### config.mk
export PLATFORM = sky130hd
export DESIGN_NAME = audio_bandpass_decimator_flat
export DESIGN_NICKNAME = d
export VERILOG_FILES = /design/src/rtl/core/abd_pkg.sv /design/src/rtl/core/abd_stream_if.sv /design/src/rtl/core/abd_cfg.sv /design/src/rtl/core/abd_filter.sv /design/src/rtl/core/abd_phase.sv /design/src/rtl/core/audio_bandpass_decimator.sv /design/src/flat_wrapper.sv
export SDC_FILE = /design/constraint.sdc
export NUM_CORES = 2
export LEC_CHECK = 0
export ABC_AREA = 1
export BUFFER_PORTS_ARGS = -buffer_cell sky130_fd_sc_hd__buf_2
export CORE_AREA = 2 2 242 244
export CTS_CLUSTER_SIZE = 20
export DETAILED_ROUTE_END_ITERATION = 12
export DIE_AREA = 0 0 244 246
export GPL_ROUTABILITY_DRIVEN = 0
export PLACE_DENSITY = 0.8
export REMOVE_ABC_BUFFERS = 1
export SLEW_MARGIN = 25
export SYNTH_ARGS = -nofsm -noshare
export SYNTH_HDL_FRONTEND = slang
export SYNTH_SLANG_ARGS = --single-unit
### constraint.sdc
create_clock -name clk -period 29.7 [get_ports clk]
set_input_delay 2.97 -clock clk [delete_from_list [all_inputs] [get_ports clk]]
set_output_delay 2.97 -clock clk [all_outputs]
set_load 0.01 [all_outputs]
### src/rtl/core/abd_pkg.sv
// ----------------------------------------------------------------------------
// Audio band-pass decimator package
// Widths, register codes, reset values and the configuration struct.
// ----------------------------------------------------------------------------
package abd_pkg;

	localparam int SAMPLE_BITS = 24;
	localparam int MUL_BITS    = 4;
	localparam int IO_W        = 24;
	localparam int LEVEL_W     = 32;
	localparam int SHIFT_IN    = 31 - MUL_BITS - SAMPLE_BITS;
	localparam int DIFF_W      = LEVEL_W + 1;
	localparam int PROD_W      = DIFF_W + MUL_BITS + 1;
	localparam int SHIFT_W     = 5;
	localparam int RATE_W      = 21;
	localparam int PHASE_W     = RATE_W + 1;
	localparam int CFG_DATA_W  = RATE_W;
	localparam int CFG_IDX_W   = 3;

	typedef logic signed [IO_W-1:0] pcm_t;

	typedef enum logic [CFG_IDX_W-1:0] {
		REG_FILTER_ENABLE = 3'd0,
		REG_HP_MUL        = 3'd1,
		REG_HP_SHIFT      = 3'd2,
		REG_LP_MUL        = 3'd3,
		REG_LP_SHIFT      = 3'd4,
		REG_RATE_STEP     = 3'd5,
		REG_RATE_LIMIT    = 3'd6
	} cfg_reg_t;

	typedef struct packed {
		logic                  filter_enable;
		logic [MUL_BITS-1:0]   hp_mul;
		logic [SHIFT_W-1:0]    hp_shift;
		logic [MUL_BITS-1:0]   lp_mul;
		logic [SHIFT_W-1:0]    lp_shift;
		logic [RATE_W-1:0]     rate_step;
		logic [RATE_W-1:0]     rate_limit;
	} cfg_t;

	localparam logic                  FILTER_ENABLE_RST = 1'b1;
	localparam logic [MUL_BITS-1:0]   HP_MUL_RST        = MUL_BITS'(8);
	localparam logic [SHIFT_W-1:0]    HP_SHIFT_RST      = SHIFT_W'(17);
	localparam logic [MUL_BITS-1:0]   LP_MUL_RST        = MUL_BITS'(12);
	localparam logic [SHIFT_W-1:0]    LP_SHIFT_RST      = SHIFT_W'(7);
	localparam logic [RATE_W-1:0]     RATE_STEP_RST     = RATE_W'(96000);
	localparam logic [RATE_W-1:0]     RATE_LIMIT_RST    = RATE_W'(985248);

endpackage

### src/rtl/core/abd_stream_if.sv
// ----------------------------------------------------------------------------
// Audio band-pass decimator stream interfaces
// Valid/ready channels for input samples and for decimated result samples.
// ----------------------------------------------------------------------------
interface abd_in_if;
	logic           valid;
	logic           ready;
	abd_pkg::pcm_t  sample_in;

	modport source (output valid, output sample_in, input ready);
	modport sink (input valid, input sample_in, output ready);
endinterface

interface abd_out_if;
	logic           valid;
	logic           ready;
	abd_pkg::pcm_t  sample_out;

	modport source (output valid, output sample_out, input ready);
	modport sink (input valid, input sample_out, output ready);
endinterface

### src/rtl/core/abd_cfg.sv
// ----------------------------------------------------------------------------
// Audio band-pass decimator configuration registers
// Decodes the write port into the filter and rate registers.
// ----------------------------------------------------------------------------
module abd_cfg (
	input  logic                             clk,
	input  logic                             arst_n,
	input  logic                             cfg_we,
	input  logic [abd_pkg::CFG_IDX_W-1:0]    cfg_index,
	input  logic [abd_pkg::CFG_DATA_W-1:0]   cfg_data,
	output abd_pkg::cfg_t                    cfg
);
	import abd_pkg::*;

	cfg_t cfg_q;

	always_ff @(posedge clk or negedge arst_n) begin
		if (!arst_n) begin
			cfg_q.filter_enable <= FILTER_ENABLE_RST;
			cfg_q.hp_mul        <= HP_MUL_RST;
			cfg_q.hp_shift      <= HP_SHIFT_RST;
			cfg_q.lp_mul        <= LP_MUL_RST;
			cfg_q.lp_shift      <= LP_SHIFT_RST;
			cfg_q.rate_step     <= RATE_STEP_RST;
			cfg_q.rate_limit    <= RATE_LIMIT_RST;
		end else if (cfg_we) begin
			unique case (cfg_reg_t'(cfg_index))
				REG_FILTER_ENABLE: cfg_q.filter_enable <= cfg_data[0];
				REG_HP_MUL:        cfg_q.hp_mul        <= cfg_data[MUL_BITS-1:0];
				REG_HP_SHIFT:      cfg_q.hp_shift      <= cfg_data[SHIFT_W-1:0];
				REG_LP_MUL:        cfg_q.lp_mul        <= cfg_data[MUL_BITS-1:0];
				REG_LP_SHIFT:      cfg_q.lp_shift      <= cfg_data[SHIFT_W-1:0];
				REG_RATE_STEP:     cfg_q.rate_step     <= cfg_data[RATE_W-1:0];
				REG_RATE_LIMIT:    cfg_q.rate_limit    <= cfg_data[RATE_W-1:0];
				default: begin
				end
			endcase
		end
	end

	assign cfg = cfg_q;

endmodule

### src/rtl/core/abd_filter.sv
// ----------------------------------------------------------------------------
// Audio band-pass decimator filter stage
// First-order high-pass and low-pass level pair with saturated output, or the raw sample when disabled.
// ----------------------------------------------------------------------------
module abd_filter (
	input  logic           clk,
	input  logic           arst_n,
	input  abd_pkg::cfg_t  cfg,
	input  logic           update,
	input  abd_pkg::pcm_t  sample,
	output abd_pkg::pcm_t  result
);
	import abd_pkg::*;

	localparam logic signed [DIFF_W-1:0] SAT_HI = $signed(DIFF_W'((1 << (SAMPLE_BITS-1)) - 1));
	localparam logic signed [DIFF_W-1:0] SAT_LO = ~SAT_HI;

	logic signed [LEVEL_W-1:0]     hp_q;
	logic signed [LEVEL_W-1:0]     lp_q;
	logic signed [SAMPLE_BITS-1:0] x;
	logic signed [DIFF_W-1:0]      x_scaled;
	logic signed [DIFF_W-1:0]      hp_diff;
	logic signed [DIFF_W-1:0]      lp_diff;
	logic signed [PROD_W-1:0]      hp_coef;
	logic signed [PROD_W-1:0]      lp_coef;
	logic signed [PROD_W-1:0]      hp_prod;
	logic signed [PROD_W-1:0]      lp_prod;
	logic signed [PROD_W-1:0]      hp_sum;
	logic signed [PROD_W-1:0]      lp_sum;
	logic signed [LEVEL_W-1:0]     hp_next;
	logic signed [LEVEL_W-1:0]     lp_next;
	logic signed [DIFF_W-1:0]      out_diff;
	logic signed [DIFF_W-1:0]      y_wide;
	logic signed [SAMPLE_BITS-1:0] y_sat;

	always_comb begin
		x        = sample[SAMPLE_BITS-1:0];
		x_scaled = $signed(DIFF_W'(x)) <<< SHIFT_IN;

		hp_diff = $signed(DIFF_W'(lp_q)) - $signed(DIFF_W'(hp_q));
		lp_diff = x_scaled - $signed(DIFF_W'(lp_q));

		hp_coef = $signed(PROD_W'(cfg.hp_mul));
		lp_coef = $signed(PROD_W'(cfg.lp_mul));
		hp_prod = $signed(PROD_W'(hp_diff)) * hp_coef;
		lp_prod = $signed(PROD_W'(lp_diff)) * lp_coef;

		hp_sum  = $signed(PROD_W'(hp_q)) + (hp_prod >>> cfg.hp_shift);
		lp_sum  = $signed(PROD_W'(lp_q)) + (lp_prod >>> cfg.lp_shift);
		hp_next = hp_sum[LEVEL_W-1:0];
		lp_next = lp_sum[LEVEL_W-1:0];

		out_diff = $signed(DIFF_W'(lp_next)) - $signed(DIFF_W'(hp_next));
		y_wide   = out_diff >>> SHIFT_IN;
		if (y_wide > SAT_HI) begin
			y_sat = SAT_HI[SAMPLE_BITS-1:0];
		end else if (y_wide < SAT_LO) begin
			y_sat = SAT_LO[SAMPLE_BITS-1:0];
		end else begin
			y_sat = y_wide[SAMPLE_BITS-1:0];
		end

		if (cfg.filter_enable) begin
			result = $signed(IO_W'(y_sat));
		end else begin
			result = $signed(IO_W'(x));
		end
	end

	always_ff @(posedge clk or negedge arst_n) begin
		if (!arst_n) begin
			hp_q <= '0;
			lp_q <= '0;
		end else if (update && cfg.filter_enable) begin
			hp_q <= hp_next;
			lp_q <= lp_next;
		end
	end

endmodule

### src/rtl/core/abd_phase.sv
// ----------------------------------------------------------------------------
// Audio band-pass decimator phase accumulator
// Adds the step each item and flags an emit when the limit is reached.
// ----------------------------------------------------------------------------
module abd_phase (
	input  logic          clk,
	input  logic          arst_n,
	input  abd_pkg::cfg_t cfg,
	input  logic          advance,
	output logic          emit
);
	import abd_pkg::*;

	logic [PHASE_W-1:0] phase_q;
	logic [PHASE_W-1:0] phase_sum;
	logic [PHASE_W-1:0] limit_ext;
	logic [PHASE_W-1:0] phase_next;

	always_comb begin
		phase_sum  = phase_q + PHASE_W'(cfg.rate_step);
		limit_ext  = PHASE_W'(cfg.rate_limit);
		emit       = (phase_sum >= limit_ext);
		phase_next = emit ? (phase_sum - limit_ext) : phase_sum;
	end

	always_ff @(posedge clk or negedge arst_n) begin
		if (!arst_n) begin
			phase_q <= '0;
		end else if (advance) begin
			phase_q <= phase_next;
		end
	end

endmodule

### src/rtl/core/audio_bandpass_decimator.sv
// ----------------------------------------------------------------------------
// Audio band-pass decimator
// Data path: an item taken waits in the input register; its result, if it
// emits, is registered for the output. Throughput: one input item per cycle;
// an item that emits waits in the input register while the previous result is not yet taken.
// Reset clears the filter levels, the phase and the valid flags, and loads
// the register defaults.
// ----------------------------------------------------------------------------
module audio_bandpass_decimator (
	input  logic                           clk,
	input  logic                           arst_n,
	abd_in_if.sink                         in_ch,
	abd_out_if.source                      out_ch,
	input  logic                           cfg_we,
	input  logic [abd_pkg::CFG_IDX_W-1:0]  cfg_index,
	input  logic [abd_pkg::CFG_DATA_W-1:0] cfg_data
);
	import abd_pkg::*;

	cfg_t    cfg;
	logic    valid_s1;
	pcm_t    sample_s1;
	logic    out_valid_q;
	pcm_t    out_sample_q;
	logic    emit;
	logic    advance;
	pcm_t    result;

	abd_cfg u_cfg (
		.clk       (clk),
		.arst_n    (arst_n),
		.cfg_we    (cfg_we),
		.cfg_index (cfg_index),
		.cfg_data  (cfg_data),
		.cfg       (cfg)
	);

	abd_filter u_filter (
		.clk    (clk),
		.arst_n (arst_n),
		.cfg    (cfg),
		.update (advance),
		.sample (sample_s1),
		.result (result)
	);

	abd_phase u_phase (
		.clk     (clk),
		.arst_n  (arst_n),
		.cfg     (cfg),
		.advance (advance),
		.emit    (emit)
	);

	assign advance     = valid_s1 && (!emit || !out_valid_q || out_ch.ready);
	assign in_ch.ready = !valid_s1 || advance;

	always_ff @(posedge clk or negedge arst_n) begin
		if (!arst_n) begin
			valid_s1 <= 1'b0;
		end else if (in_ch.ready) begin
			valid_s1 <= in_ch.valid;
		end
	end

	always_ff @(posedge clk) begin
		if (in_ch.ready && in_ch.valid) begin
			sample_s1 <= in_ch.sample_in;
		end
	end

	always_ff @(posedge clk or negedge arst_n) begin
		if (!arst_n) begin
			out_valid_q <= 1'b0;
		end else if (advance && emit) begin
			out_valid_q <= 1'b1;
		end else if (out_ch.ready) begin
			out_valid_q <= 1'b0;
		end
	end

	always_ff @(posedge clk) begin
		if (advance && emit) begin
			out_sample_q <= result;
		end
	end

	assign out_ch.valid      = out_valid_q;
	assign out_ch.sample_out = out_sample_q;

endmodule

### src/flat_wrapper.sv
// flat-port wrapper written by rule: the top's interface ports become plain ports
module audio_bandpass_decimator_flat import abd_pkg::*;
  (clk, arst_n, cfg_we, cfg_index, cfg_data, in_ch_valid, in_ch_sample_in, in_ch_ready, out_ch_valid, out_ch_sample_out, out_ch_ready);
  abd_in_if in_ch_i ();
  abd_out_if out_ch_i ();
  input  logic clk;
  input  logic arst_n;
  input  logic cfg_we;
  input  logic [abd_pkg::CFG_IDX_W-1:0] cfg_index;
  input  logic [abd_pkg::CFG_DATA_W-1:0] cfg_data;
  input wire logic [$bits(in_ch_i.valid)-1:0] in_ch_valid;
  input wire logic [$bits(in_ch_i.sample_in)-1:0] in_ch_sample_in;
  output wire logic [$bits(in_ch_i.ready)-1:0] in_ch_ready;
  output wire logic [$bits(out_ch_i.valid)-1:0] out_ch_valid;
  output wire logic [$bits(out_ch_i.sample_out)-1:0] out_ch_sample_out;
  input wire logic [$bits(out_ch_i.ready)-1:0] out_ch_ready;
  assign in_ch_i.valid = in_ch_valid;
  assign in_ch_i.sample_in = in_ch_sample_in;
  assign in_ch_ready = in_ch_i.ready;
  assign out_ch_valid = out_ch_i.valid;
  assign out_ch_sample_out = out_ch_i.sample_out;
  assign out_ch_i.ready = out_ch_ready;
  audio_bandpass_decimator u_core (.clk(clk), .arst_n(arst_n), .in_ch(in_ch_i), .out_ch(out_ch_i), .cfg_we(cfg_we), .cfg_index(cfg_index), .cfg_data(cfg_data));
endmodule
### Word-level counts from Yosys, hierarchy flattened

Cells that the tools add are included.

| operators by class | value |
|---|---|
| $add $sub $neg | 7 |
| $mul | 2 |
| $lt $le $gt $ge | 3 |
| equal/unequal tests | 6 |
| shift operators | 2 |
| mux-type cells | 6 |
| reduce and logical (&&, ||, !) cells | 19 |

Operators by type and width:

| operator | count |
|---|---|
| 33-bit by 5-bit multiplier with 38-bit output | 2 |
| 38-bit by 5-bit >>> shifter with 32-bit output | 2 |
| 24-bit 2-to-1 mux | 3 |
| 32-bit by 32-bit subtractor with 33-bit output | 2 |
| 32-bit adder | 2 |
| 27-bit by 32-bit subtractor with 33-bit output | 1 |
| 30-bit by 24-bit greater-than comparator with 1-bit output (second input constant) | 1 |
| 30-bit by 24-bit less-than comparator with 1-bit output (second input constant) | 1 |
| 22-bit by 21-bit adder with 22-bit output | 1 |
| 22-bit by 21-bit >= comparator with 1-bit output | 1 |
| 22-bit 2-to-1 mux | 1 |
| 22-bit by 21-bit subtractor with 22-bit output | 1 |
| 2-bit AND reduction | 7 |
| 3-bit == test (second input constant) | 3 |
| 3-bit by 2-bit == test with 1-bit output (second input constant) | 2 |
| 1-bit logical AND | 4 |
| 3-bit by 1-bit == test with 1-bit output (second input constant) | 1 |
| 1-bit zero test | 3 |
| 3-bit zero test | 1 |
| 1-bit logical OR | 3 |
| 1-bit 2-to-1 mux | 2 |
| 2-bit nonzero test | 1 |

| word-level totals | value |
|---|---|
| register bits | 197 |
| input port bits | 53 |
| output and inout port bits | 26 |
| word-level logic and storage cells | 59 |

### Logic depth before layout (Yosys ltp)

| depth | value |
|---|---|
| depth in word-level cells | 9 |
| gate-level depth with buffers | 75 |
| depth with buffers taken out | 74 |

### Hierarchy

From an unflattened synthesis, not the netlist that was laid out.

| unflattened totals | value |
|---|---|
| cells, all modules | 5331 |
| area, all modules | 33621.0 sq um |

Modules (own cells, without submodules):

| module | instances | cells each | area an instance (sq um) | sequential area each (sq um) |
|---|---|---|---|---|
| abd_filter | 1 | 4311 | 25682.1 | 1601.5 |
| abd_phase | 1 | 683 | 3926.3 | 550.5 |
| abd_cfg | 1 | 275 | 2463.6 | 1555.2 |
| audio_bandpass_decimator | 1 | 62 | 1549.0 | 1491.4 |

### Least setup slack after synthesis

OpenSTA, ideal clock, no wires.

| timing | value |
|---|---|
| path type | flip-flop to flip-flop |
| start point | register u_core.u_filter.lp_q[0] |
| end point | register u_core.out_sample_q[10] (netlist: u_core.out_ch.sample_out[10]), data pin |
| setup time | 0.256 ns |
| arrival time | 10.066 ns |
| required time | 29.444 ns |
| setup slack | 19.378 ns |
| cell stages (with the launch flop) | 67 |
| path buffers | 1 |
| clock period less this slack | 10.322 ns |
| cells stage by stage | dfrtp_1 -> inv_1 -> ha_1 -> fa_1 -> inv_1 -> nand2_1 -> nand2_1 -> a21oi_1 -> o21ai_1 -> nand3_1 -> nand2_1 -> a21boi_1 -> o21ai_1 -> a21boi_0 -> o21ai_1 -> a21oi_1 -> xor2_1 -> nor2_1 -> (+31 left out) -> o21ai_0 -> a21boi_1 -> o21ai_0 -> or2_1 -> nand2_1 -> inv_1 -> ha_1 -> a21oi_1 -> nor3_1 -> a2111oi_0 -> nand3_1 -> nand2_1 -> nand2_1 -> nor2_1 -> nand3_2 -> a21oi_4 -> buf_6 -> a21oi_2 |

| between the ends | value |
|---|---|
| word-level cells in the longest chain between the ends | 9 |
| elaborated cells on any way between the ends | 14 |
| those cells by class | add/sub: 5; mul: 2; order compare: 2; shift: 2; mux: 3 |

RTL lines:

| item | RTL line | text |
|---|---|---|
| start: declaration | abd_filter.sv:19 | `logic signed [LEVEL_W-1:0] lp_q;` |
| start signal: assignment | abd_filter.sv:76 | `lp_q <= lp_next;` |
| 27-bit by 32-bit subtractor with 33-bit output or 32-bit by 32-bit subtractor with 33-bit output (tied branches) | abd_filter.sv:41, abd_filter.sv:40 |  |
| 33-bit by 5-bit multiplier with 38-bit output (on tied branches) | abd_filter.sv:46, abd_filter.sv:45 |  |
| 38-bit by 5-bit >>> shifter with 32-bit output (on tied branches) | abd_filter.sv:49, abd_filter.sv:48 |  |
| 32-bit adder (on tied branches) | abd_filter.sv:49, abd_filter.sv:48 |  |
| 32-bit by 32-bit subtractor with 33-bit output (*) | abd_filter.sv:53 | `out_diff = $signed(DIFF_W'(lp_next)) - $signed(DIFF_W'(hp_next));` |
| 30-bit by 24-bit less-than comparator with 1-bit output | abd_filter.sv:57 | `end else if (y_wide < SAT_LO) begin` |
| 24-bit 2-to-1 mux | abd_filter.sv:57 |  |
| 24-bit 2-to-1 mux (*) | abd_filter.sv:55 | `if (y_wide > SAT_HI) begin` |
| 24-bit 2-to-1 mux (*) | abd_filter.sv:63 | `if (cfg.filter_enable) begin` |
| via u_core.result[10] | audio_bandpass_decimator.sv:27 | `pcm_t result;` |
| end signal: assignment | audio_bandpass_decimator.sv:84 | `out_sample_q <= result;` |
| end: declaration | audio_bandpass_decimator.sv:24 | `pcm_t out_sample_q;` |

Mark *: on every way through the listed nets, which the timed path passes. The rest lies on a longest branch.
A chain may end at the register's enable or synchronous reset.

### Worst setup path after layout

| timing | value |
|---|---|
| start point | register u_core.u_filter.lp_q[0] |
| end point | register u_core.out_sample_q[1] (netlist: u_core.out_ch.sample_out[1]), data pin |

The elaborated chain is that of the path after synthesis.

==> impl.org <==
** Critical path
- Crit path kind :: reg2reg
- Setup slack, reg-to-reg :: 16.56 ns
- Nature of the critical path endpoint :: flip-flop
- Startpoint types :: flip-flop
- Data required time of the worst path :: around 30 ns
- Slowest CP cell :: sky130_fd_sc_hd__a2111oi_0
- Peak fanout along the critical path :: 14
- Data arrives at the worst endpoint at 13.40 ns.
- In this design, the stage delay of the slowest critical-path cell is 0.69 ns.
- In this design, the critical path's most frequently occurring cell is sky130_fd_sc_hd__nand2_1.

** Drt
- Routed Wire Length :: 91.5 mm
- 1st-pass router iterations :: 10
- After detailed routing, the average wire length per cell comes to 16.6 microns.
- Vias :: approximately 32,000
- After the first detailed-routing iteration, the DRC count stood at about 3,300.
- Remaining DRCs :: 0
- Average via count per standard cell :: 5.74
- Final ANT Viol Nets :: 0

** Final layout
- Total inserted antenna cells :: 0
- Relative to the synthesized area, the layout overhead comes to 5.37%.
- Ratio of cells with drive above 1 in the final layout :: 0.0532
- Most frequent cells in the layout :: sky130_fd_sc_hd__nand2_1, sky130_fd_sc_hd__inv_1, sky130_fd_sc_hd__nor2_1
- Area of all placed cells without fillers :: 33,000 sq um
- The filler cells instantiated in the layout total ~5,400.
- Most common cell after layout, fill and taps aside :: sky130_fd_sc_hd__nand2_1
- Summing all multi-input logic gate instances after layout gives 22,900 sq um.
- Fin nets :: around 5,300
- Sequential cell area in the final layout :: 5200 sq um

** Synth
- The mapped netlist covers 31,300 sq um.
- Number of enable-type register cells in the synthesized netlist :: 48
- A synthesized cell averages 6.59 sq um.
- Of the post-synthesis cell area, the dominant cell type holds 0.137.
- Summed over all instances, the cell type with the most area after synthesis is sky130_fd_sc_hd__nand2_1.
- Synthesis produced a netlist whose cell count is 4,752.
- In this run, synthesis produced a sequential element count of 197.
- The share of the Yosys chip area taken by registers is 0.166.
- Synthesis Warnings :: 0
- After synthesis, the netlist uses 62 different library cells.
- Yosys attributes the largest share of cell area to sky130_fd_sc_hd__nand2_1, sky130_fd_sc_hd__ha_1, sky130_fd_sc_hd__dfrtp_1.
- The most used flip-flop cell after synthesis is sky130_fd_sc_hd__dfrtp_1.
- Fraction of synthesis flops using an asynchronous set or reset pin :: 0.756

** Timing
- Final hold violations :: 0
- Dividing the final minimum period by the clock period gives 0.442.
- Highest Clock Rate :: about 76 MHz
- RSZ-0062 raised after global routing :: no
- Clock skew on the completed layout was measured at 0.0235 ns.
- The worst pin sits at a relative slew slack of 0.360.
- The routed design could run at a clock period as short as 13.14 ns.
- The number of max-slew violations in the final report was 0.
- Setup violations remaining at the end of the flow were counted as 0.
- Setup TNS Final :: 0 ns
- At the pin with the least slew margin, the transition time is 0.954 ns.

** Place
- Number of buffers added on ports :: 78
- Summing all placed instances gives a cell area of around 32,000 sq um.
- Final HPWL from detailed placement :: 74.8 mm

** Hold path
- Path category of the worst min-delay check :: reg2reg

** Clock network
- The clock net in this run drives a total of 197 sinks.
- Gates resized during post-CTS repair numbered 0.
- After clock tree synthesis, the setup repair step added 0 buffers.
- The clock tree synthesis step divided the H-tree into 4 levels.
- Post-cts hold buffer count :: 0
- Cell at the root of the clock tree :: sky130_fd_sc_hd__clkbuf_16
- TritonCTS clock tree :: done
- Clock buffers created by TritonCTS :: 17
- Worst-path clk slew :: 0.10 ns
- Clock insertion delay at the later pin of the skew report :: 0.52 ns
- The longest clock path from root to sink contains 2 buffers.

** Global routing
- Vias in the first global route :: slightly below 30,000
- The first global-routing pass estimated approximately 150 mm of wire.
- Entering global routing, the biggest net connects 88 pins.
- Remaining global-route overflow :: 0
- GRT Resource Usage Total :: 0.303
- The initial antenna violation count came to 0.

** Floorplanning
- Total die area :: 60,000 sq um
- The total area inside the core boundary comes to 57,400 sq um.
- The floorplan has 88 rows.
- The die is 246 microns tall.
- For this configuration, the core starts out at a cell density of 0.546.
- From left edge to right edge, the die measures about 240 microns.
- Pin placement for this block handled 79 I/O pins.

** Flow run
- Max cap viols :: 0

** Status
- The run finished with clean final reports.
-- Yosys cell counts (all sizes together), types with 5 or more instances --
cell,n
buf,40
o221ai,6
nor4,15
nand2,1174
o21ai,389
xor2,140
o21a,12
a211oi,7
ha,343
dfrtp,126
and3,5
or2,34
xnor2,80
a21boi,25
nor3,31
inv,710
edfxtp,48
nand3b,8
nand3,371
clkbuf,86
a21o,20
nand4,38
o21bai,18
o211ai,32
fa,139
nor2,433
dfstp,23
o311ai,5
mux2i,16
a31oi,27
clkinv,6
a21oi,325
-- final timing paths --
path / startpoint / endpoint / cells after the start
max: u_core.u_filter.lp_q[0] / u_core.out_ch.sample_out[1] / 66
min: u_core.u_cfg.cfg[13] / u_core.u_cfg.cfg[13] / 2
max reg2reg: u_core.u_filter.lp_q[0] / u_core.out_ch.sample_out[1] / 66
min reg2reg: u_core.u_cfg.cfg[13] / u_core.u_cfg.cfg[13] / 2
max in group asynchronous: arst_n / u_core.u_cfg.cfg[47] / 2
min in group asynchronous: arst_n / u_core.valid_s1 / 1
-- sequential cells by signal (all words and copies together), names as in the netlist --
register,flops
u_core.u_cfg.cfg,61
u_core.u_filter.hp_q,32
u_core.u_filter.lp_q,32
u_core.out_ch.sample_out,24
u_core.sample_s1,24
u_core.u_phase.phase_q,22
u_core.out_ch.valid,1
u_core.valid_s1,1
-- layout make-up --
class                      count  area share
clock buffer                  18      0.0136
timing repair buffer         102      0.0181
clock inverter                14     0.00625
tap                          765      0.0290
inverter                     716      0.0814
sequential                   197       0.157
multi-input combinational   3713       0.694
-- per-layer routing --
metal  global-route usage  vias to the layer above  part of all wire
met2                0.473                     1402              0.44
li1                     -                    15500                 -
met5                    0                        -                 0
met1                0.414                    14600              0.43
met3               0.0607                      232             0.094
met4                0.112                        0             0.040
-- critical path: cells and delay by family, from the launching register on --
kind            cells  cell delay [ns]
buf+inv             6             0.66
xor+xnor            1             0.34
flops               1             0.47
compound gates     19             4.54
fa+ha+maj           9             3.35
simple gates       31             3.49
-- kinds of logic (layout without fill, tap and decap cells) --
family,after synthesis,after routing,synth area share
DFF,197,197,0.166
AOI/OAI and AO/OA,883,883,0.158
buffers and inverters,842,850,0.103
muxes,16,16,0.00511
and+or+nand+nor,2112,2112,0.281
adders and majority gates,482,482,0.226
xor gates and xnor gates,220,220,0.0617
-- metrics by stage --
stage               utilization  instances  setup WS (ns)  hold WS [ns]
floorplan                     -       4626          19.00         0.449
global placement          0.564       5492          16.80         0.464
detailed placement        0.564       5492          16.63         0.474
CTS                       0.575       5524          16.56         0.495
global route              0.576       5525          15.59         0.520
finish                    0.576       5525          16.56         0.492
Power is not shown: default switching activity piles up to over one toggle a cycle in this logic, so the estimate is an artifact.
